**src/rtl/core/bdc_pkg.sv**
```systemverilog
package bdc_pkg;

	localparam int unsigned CntW   = 16;
	localparam int unsigned DigitW = 4;

	localparam logic [CntW-1:0]   IdleTicksRst   = CntW'(1000);
	localparam logic [CntW-1:0]   RepeatTicksRst = CntW'(100);
	localparam logic [CntW-1:0]   BlinkTicksRst  = CntW'(50);
	localparam logic [DigitW-1:0] DigitMax       = DigitW'(9);
	localparam logic [DigitW-1:0] DigitStart     = DigitW'(5);

	typedef enum logic [1:0] {
		REG_IDLE_TICKS   = 2'd0,
		REG_REPEAT_TICKS = 2'd1,
		REG_BLINK_TICKS  = 2'd2,
		REG_UNUSED       = 2'd3
	} reg_idx_t;

	typedef enum logic [2:0] {
		MODE_INIT      = 3'd0,
		MODE_NORMAL    = 3'd1,
		MODE_RESET     = 3'd2,
		MODE_UP        = 3'd3,
		MODE_DOWN      = 3'd4,
		MODE_LONG_UP   = 3'd5,
		MODE_LONG_DOWN = 3'd6,
		MODE_IDLE      = 3'd7
	} mode_t;

	typedef struct packed {
		logic reset_press;
		logic up_press;
		logic down_press;
		logic reset_release;
		logic up_release;
		logic down_release;
		logic up_long_hold;
		logic down_long_hold;
	} events_t;

	typedef struct packed {
		mode_t             mode;
		logic [DigitW-1:0] digit;
		logic [CntW-1:0]   main_cnt;
		logic              main_exp;
		logic [CntW-1:0]   blink_cnt;
		logic              blink_exp;
		logic              led;
	} state_t;

	typedef struct packed {
		logic [CntW-1:0] idle_ticks;
		logic [CntW-1:0] repeat_ticks;
		logic [CntW-1:0] blink_ticks;
	} cfg_t;

	function automatic logic [CntW-1:0] load_val(input logic [CntW-1:0] v);
		return (v == '0) ? CntW'(1) : v;
	endfunction

	function automatic logic [DigitW-1:0] dig_up(input logic [DigitW-1:0] d);
		return (d >= DigitMax) ? '0 : d + DigitW'(1);
	endfunction

	function automatic logic [DigitW-1:0] dig_down(input logic [DigitW-1:0] d);
		return (d != '0) ? d - DigitW'(1) : DigitMax;
	endfunction

endpackage

```
**src/rtl/core/bdc_step.sv**
```systemverilog
module bdc_step
	import bdc_pkg::*;
(
	input  state_t  cur,
	input  events_t ev,
	input  cfg_t    cfg,
	output state_t  nxt
);

	always_comb begin
		state_t s;
		s = cur;

		// countdowns advance first
		if (s.main_cnt != '0) begin
			s.main_cnt = s.main_cnt - CntW'(1);
			if (s.main_cnt == '0)
				s.main_exp = 1'b1;
		end
		if (s.blink_cnt != '0) begin
			s.blink_cnt = s.blink_cnt - CntW'(1);
			if (s.blink_cnt == '0)
				s.blink_exp = 1'b1;
		end

		case (cur.mode)
			MODE_INIT: begin
				s.digit     = DigitStart;
				s.led       = 1'b1;
				s.main_cnt  = load_val(cfg.idle_ticks);
				s.main_exp  = 1'b0;
				s.blink_cnt = load_val(cfg.blink_ticks);
				s.blink_exp = 1'b0;
				s.mode      = MODE_NORMAL;
			end
			MODE_NORMAL: begin
				if (ev.reset_press) begin
					s.main_cnt = '0;
					s.main_exp = 1'b0;
					s.mode     = MODE_RESET;
				end
				if (ev.up_press) begin
					s.main_cnt = '0;
					s.main_exp = 1'b0;
					s.digit    = dig_up(s.digit);
					s.mode     = MODE_UP;
				end
				if (ev.down_press) begin
					s.main_cnt = '0;
					s.main_exp = 1'b0;
					s.digit    = dig_down(s.digit);
					s.mode     = MODE_DOWN;
				end
				if (s.main_exp) begin
					if (s.digit != '0)
						s.digit = s.digit - DigitW'(1);
					s.main_cnt = load_val(cfg.repeat_ticks);
					s.main_exp = 1'b0;
					s.mode     = MODE_IDLE;
				end
			end
			MODE_RESET: begin
				s.digit = '0;
				if (ev.reset_release) begin
					s.main_cnt = load_val(cfg.idle_ticks);
					s.main_exp = 1'b0;
					s.mode     = MODE_NORMAL;
				end
			end
			MODE_UP: begin
				if (ev.up_release) begin
					s.main_cnt = load_val(cfg.idle_ticks);
					s.main_exp = 1'b0;
					s.mode     = MODE_NORMAL;
				end
				if (ev.up_long_hold) begin
					s.digit    = dig_up(s.digit);
					s.main_cnt = load_val(cfg.repeat_ticks);
					s.main_exp = 1'b0;
					s.mode     = MODE_LONG_UP;
				end
			end
			MODE_DOWN: begin
				if (ev.down_release) begin
					s.main_cnt = load_val(cfg.idle_ticks);
					s.main_exp = 1'b0;
					s.mode     = MODE_NORMAL;
				end
				if (ev.down_long_hold) begin
					s.digit    = dig_down(s.digit);
					s.main_cnt = load_val(cfg.repeat_ticks);
					s.main_exp = 1'b0;
					s.mode     = MODE_LONG_DOWN;
				end
			end
			MODE_LONG_UP: begin
				if (s.main_exp) begin
					s.digit    = dig_up(s.digit);
					s.main_cnt = load_val(cfg.repeat_ticks);
					s.main_exp = 1'b0;
				end
				if (ev.up_release) begin
					s.main_cnt = load_val(cfg.idle_ticks);
					s.main_exp = 1'b0;
					s.mode     = MODE_NORMAL;
				end
			end
			MODE_LONG_DOWN: begin
				if (s.main_exp) begin
					s.digit    = dig_down(s.digit);
					s.main_cnt = load_val(cfg.repeat_ticks);
					s.main_exp = 1'b0;
				end
				if (ev.down_release) begin
					s.main_cnt = load_val(cfg.idle_ticks);
					s.main_exp = 1'b0;
					s.mode     = MODE_NORMAL;
				end
			end
			default: begin
				// idle countdown, stops at zero
				if (s.digit != '0) begin
					if (s.main_exp) begin
						s.digit    = s.digit - DigitW'(1);
						s.main_cnt = load_val(cfg.repeat_ticks);
						s.main_exp = 1'b0;
					end
				end else begin
					s.main_cnt = '0;
					s.main_exp = 1'b0;
				end
				if (ev.reset_press) begin
					s.main_cnt = '0;
					s.main_exp = 1'b0;
					s.mode     = MODE_RESET;
				end
				if (ev.up_press) begin
					s.main_cnt = '0;
					s.main_exp = 1'b0;
					s.digit    = dig_up(s.digit);
					s.mode     = MODE_UP;
				end
				if (ev.down_press) begin
					s.main_cnt = '0;
					s.main_exp = 1'b0;
					s.digit    = dig_down(s.digit);
					s.mode     = MODE_DOWN;
				end
			end
		endcase

		// blinker runs in every mode
		if (s.blink_exp) begin
			s.led       = ~s.led;
			s.blink_cnt = load_val(cfg.blink_ticks);
			s.blink_exp = 1'b0;
		end

		nxt = s;
	end

endmodule

```
**src/rtl/core/button_digit_counter_fsm.sv**
```systemverilog
// Button-driven 0..9 digit counter with idle countdown and red LED blinker.
// One input transaction is one timer tick carrying the button events; each
// tick gives one output transaction with digit, LED level and mode after it.
// A tick is held in an input register, then applied to the state and moved
// to the output register; a tick is taken every cycle unless out_ready
// stalls the full output register. The cfg port sets idle, repeat and blink
// periods in ticks (index 0, 1, 2; a zero value acts as one); it is always
// ready and a new value takes effect the next time a countdown is loaded.
module button_digit_counter_fsm
	import bdc_pkg::*;
(
	input  logic              clk,
	input  logic              arst_n,

	input  logic              cfg_valid,
	output logic              cfg_ready,
	input  logic [1:0]        cfg_index,
	input  logic [CntW-1:0]   cfg_data,

	input  logic              in_valid,
	output logic              in_ready,
	input  logic              reset_press,
	input  logic              up_press,
	input  logic              down_press,
	input  logic              reset_release,
	input  logic              up_release,
	input  logic              down_release,
	input  logic              up_long_hold,
	input  logic              down_long_hold,

	output logic              out_valid,
	input  logic              out_ready,
	output logic [DigitW-1:0] digit,
	output logic              led_red,
	output logic [2:0]        mode
);

	cfg_t    cfg_q;
	state_t  state_q;
	state_t  state_nxt;
	events_t ev_s1;
	logic    valid_s1;
	logic    out_valid_q;
	logic    advance;

	assign cfg_ready = 1'b1;
	assign advance   = valid_s1 && (!out_valid_q || out_ready);
	assign in_ready  = !valid_s1 || advance;
	assign out_valid = out_valid_q;

	always_ff @(posedge clk or negedge arst_n) begin
		if (!arst_n) begin
			cfg_q.idle_ticks   <= IdleTicksRst;
			cfg_q.repeat_ticks <= RepeatTicksRst;
			cfg_q.blink_ticks  <= BlinkTicksRst;
		end else if (cfg_valid) begin
			case (reg_idx_t'(cfg_index))
				REG_IDLE_TICKS:   cfg_q.idle_ticks   <= cfg_data;
				REG_REPEAT_TICKS: cfg_q.repeat_ticks <= cfg_data;
				REG_BLINK_TICKS:  cfg_q.blink_ticks  <= cfg_data;
				default: ;
			endcase
		end
	end

	// input register
	always_ff @(posedge clk or negedge arst_n) begin
		if (!arst_n) begin
			valid_s1 <= 1'b0;
		end else if (in_ready) begin
			valid_s1 <= in_valid;
		end
	end

	always_ff @(posedge clk) begin
		if (in_valid && in_ready) begin
			ev_s1 <= '{reset_press:    reset_press,
			           up_press:       up_press,
			           down_press:     down_press,
			           reset_release:  reset_release,
			           up_release:     up_release,
			           down_release:   down_release,
			           up_long_hold:   up_long_hold,
			           down_long_hold: down_long_hold};
		end
	end

	bdc_step u_step (
		.cur (state_q),
		.ev  (ev_s1),
		.cfg (cfg_q),
		.nxt (state_nxt)
	);

	always_ff @(posedge clk or negedge arst_n) begin
		if (!arst_n) begin
			state_q.mode      <= MODE_INIT;
			state_q.digit     <= '0;
			state_q.main_cnt  <= '0;
			state_q.main_exp  <= 1'b0;
			state_q.blink_cnt <= '0;
			state_q.blink_exp <= 1'b0;
			state_q.led       <= 1'b0;
		end else if (advance) begin
			state_q <= state_nxt;
		end
	end

	// output register
	always_ff @(posedge clk or negedge arst_n) begin
		if (!arst_n) begin
			out_valid_q <= 1'b0;
		end else if (advance) begin
			out_valid_q <= 1'b1;
		end else if (out_ready) begin
			out_valid_q <= 1'b0;
		end
	end

	always_ff @(posedge clk) begin
		if (advance) begin
			digit   <= state_nxt.digit;
			led_red <= state_nxt.led;
			mode    <= 3'(state_nxt.mode);
		end
	end

endmodule
```
**config.mk**
```make
export PLATFORM = sky130hd
export DESIGN_NAME = button_digit_counter_fsm
export DESIGN_NICKNAME = d
export VERILOG_FILES = /design/src/rtl/core/bdc_pkg.sv /design/src/rtl/core/bdc_step.sv /design/src/rtl/core/button_digit_counter_fsm.sv
export SDC_FILE = /design/constraint.sdc
export NUM_CORES = 1
export LEC_CHECK = 0
export ABC_AREA = 1
export BUFFER_PORTS_ARGS = -buffer_cell sky130_fd_sc_hd__buf_4
export CORE_MARGIN = 5
export CORE_UTILIZATION = 57
export CTS_CLUSTER_DIAMETER = 100
export DETAILED_ROUTE_END_ITERATION = 12
export HOLD_SLACK_MARGIN = 0.12
export PLACE_DENSITY = 0.75
export SLEW_MARGIN = 20
export SYNTH_ARGS = -nofsm -noshare
export SYNTH_HDL_FRONTEND = slang
export SYNTH_SLANG_ARGS = --single-unit
```
**constraint.sdc**
```tcl
create_clock -name clk -period 4.64 [get_ports clk]
set_input_delay 0.464 -clock clk [delete_from_list [all_inputs] [get_ports clk]]
set_output_delay 0.464 -clock clk [all_outputs]
set_load 0.05 [all_outputs]
```
==> flow_metrics.tcl <==
set metrics [dict create \
    cts_hold_buf 0 \
    grt_pass1_wl_um 33300 \
    critPathArrivalTime_ns 3.80 \
    dieArea_um2 15000 \
    end_kind "flop" \
    comb_power_share_pct 51.5 \
    numCtsBuffers 9 \
    finalMaxSlewViolations 0 \
    tns_ns 0 \
    fmax_mhz 270 \
    ant_nets 0 \
    hold_path_class "input port to asynchronous set/reset pin" \
    syn_to_final_growth_pct 10.5 \
    status "finished, final reports clean" \
    ys_warn_count 0 \
    clkLatencyLatePin_ns 0.36 \
    p_sw_mw 2.32 \
    max_slew_margin_pct 27.6 \
    slowest_delay_ns 0.48 \
    die_w_um 122 \
    place_inst 1203 \
    synth_nets 1054 \
    ys_types 54 \
    syn_inst 1011 \
    first_iter_violations 665 \
    io_buffers 40 \
    stdcell_count 1219 \
    swShare_pct 49.0 \
    place.gp.congestion 0.987 \
    maxCapViolations 0 \
    grt_pass1_vias 6710 \
    drive_above_1_share_pct 11.6 \
    clkPwrFrac_pct 15.9 \
    required_ns 4.74 \
    ys_seq_elements 107 \
    viasPerCell 5.72 \
    fill_cells 1167 \
    cts_max_path_buffers 2 \
    leakagePower_nw 3.80 \
    fin_crit_sh_pct 79.7 \
    layout.nets 1085 \
    initial_utilization_pct 57.5 \
    clock-sinks 107 \
    clk_pin_slew_ns 0.08 \
    htree_levels 3 \
    cpMostUsedCell "inv_1" \
    fin_crit_ns 3.70 \
    dr.pass1.iters 5 \
    syn-cell-area_um2 7200 \
    final_common_cell "nand2_1" \
    rows 41 \
    coreArea_um2 12500 \
    hold_violations 0 \
    crit_family "simple AND/OR/NAND/NOR gates" \
    cts_setup_buffers 0 \
    root_buffer "clkbuf_16" \
    tritoncts "built" \
    synthFlopType "dfrtp_1" \
    grt_max_degree 49 \
    critPathSlowestCell "dfrtp_1" \
    p_int_mw 2.42 \
    drcViolationCount 0 \
    globalRoute.totalOverflow 0 \
    critPathBufInv 6 \
    track_usage_pct 28.2 \
    critPathKind "flop to flop" \
    antenna_found_initial 0 \
    vias 6970 \
    utilization_pct 63.6 \
    power.density_nw_per_um2 596 \
    cp-start-kind "flop" \
    skew_ns 0.00839 \
    seqPwrFrac_pct 32.6 \
    cts_resized 0 \
    syn_area_per_cell_um2 7.12 \
    ir_drop_uv 319 \
    finalSetupViolCount 0 \
    synth-edff-count 16 \
    synthArstFlopShare_pct 85.0 \
    rsz0062_at_grt "no" \
    crit_chain "inv_1 -> ha_1 -> inv_1 -> nor2_1 -> inv_1 -> o21ai_2 -> nand2_1 -> o21ai_0 -> inv_1 -> ha_1 -> nand2_1 -> inv_1 -> nand3_1 -> inv_1 -> nor2_1 -> ha_1 -> nand3_1 -> nor2_1 -> a211oi_1 -> nor4_1 -> nand2_2" \
    pin_count 42 \
    dieHeight_um 122 \
    yosysSeqAreaShare_pct 38.5 \
    cp_max_fo 8 \
    most-common-layout-cells "235 x nand2_1, 136 x inv_1, 117 x o21ai_0" \
    wl_per_cell_um 16.6 \
    wirelength_um 20200 \
    diodes 0 \
    hpwl_um 15500 \
    tightestPinTransition_ns 1.08 \
]
## synthesized netlist by cell type (all sizes together) (7+ instances only)
cell / n / area share [%]
inv: 142 / 7.4
nand4: 12 / 1.0
ha: 12 / 2.1
dfstp: 12 / 4.4
nand2: 252 / 14
nor4: 16 / 1.4
xor2: 18 / 2.2
o21ai: 123 / 8.7
buf: 8 / 0.61
nor3: 16 / 1.2
nor2: 117 / 6.8
o22ai: 7 / 0.61
clkbuf: 20 / 1.1
edfxtp: 16 / 6.7
dfrtp: 79 / 27
a21oi: 42 / 2.9
o2111ai: 7 / 0.85
a22oi: 26 / 2.8
nand3: 35 / 2.6
## registers in the layout, summed over array words and instances, names as in the netlist
signal	cells
valid_s1	1
ev_s1	8
digit	4
out_valid	1
mode	3
led_red	1
cfg_q	48
state_q	41
## stage by stage
stage | power [mW] | hold slack (ns) | cell area [um^2] | setup WS, ns
final | 4.74 | 0.126 | 7960 | 0.943
after global routing | 5.13 | 0.175 | 7960 | 0.446
after CTS | 4.71 | 0.147 | 7960 | 0.942
after detailed placement | 3.96 | 0.496 | 7670 | 0.965
after global placement | 3.92 | 0.482 | 7670 | 1.10
after floorplan | 3.31 | 0.168 | 7200 | 1.41
## final cells by class
type	count	area, um^2	share of cell area [%]
multi-input cells	733	3790	47.6
flip-flops and latches	107	2770	34.8
inverters	143	537	6.74
repair buffers	48	360	4.53
clock buffers	10	229	2.88
well taps	172	215	2.70
clock inverters	6	57.6	0.723
## power by group through the flow
stage               Sequential, mW  Clock [mW]  Combinational [mW]
floorplan                     1.56           0                1.75
global placement              1.55           0                2.37
detailed placement            1.55           0                2.40
CTS                           1.53       0.762                2.41
global route                  1.58       0.802                2.74
finish                        1.55       0.753                2.44
## cells by family after synthesis
logic type | synth area share, %
AO/OA/AOI/OAI | 20.2
flip-flops | 38.5
buffers and inverters | 9.12
adder cells (fa/ha/maj) | 2.08
AND/OR/NAND/NOR | 27.6
other | 0.0521
XOR/XNOR | 2.43
## final timing paths
| check | start | end | slack (ns) | cells past startpoint |
|---|---|---|---|---|
| worst min-delay path | arst_n | state_q[32] | 0.13 | 1 |
| worst min register to register | cfg_q[22] | cfg_q[22] | 0.51 | 2 |
| worst max register to register | state_q[35] | digit[3] | 0.94 | 21 |
| worst max-delay path | state_q[35] | digit[3] | 0.94 | 21 |
| max in group asynchronous | arst_n | cfg_q[18] | 3.51 | 2 |
| min in group clk | up_release | ev_s1[3] | 0.27 | 1 |
## per-layer routing
metal  part of all wire (%)  GRT usage [%]  wire length [um]  vias to the layer above
li1                       -              -                 -                     3433
met1                     45           38.9              9140                     3217
met2                     46           44.7              9240                      263
met3                    6.3           5.16              1270                       57
met4                    2.9           10.4               585                        0
met5                      0              0                 0                        -
Power figures use the tool's default switching activity.
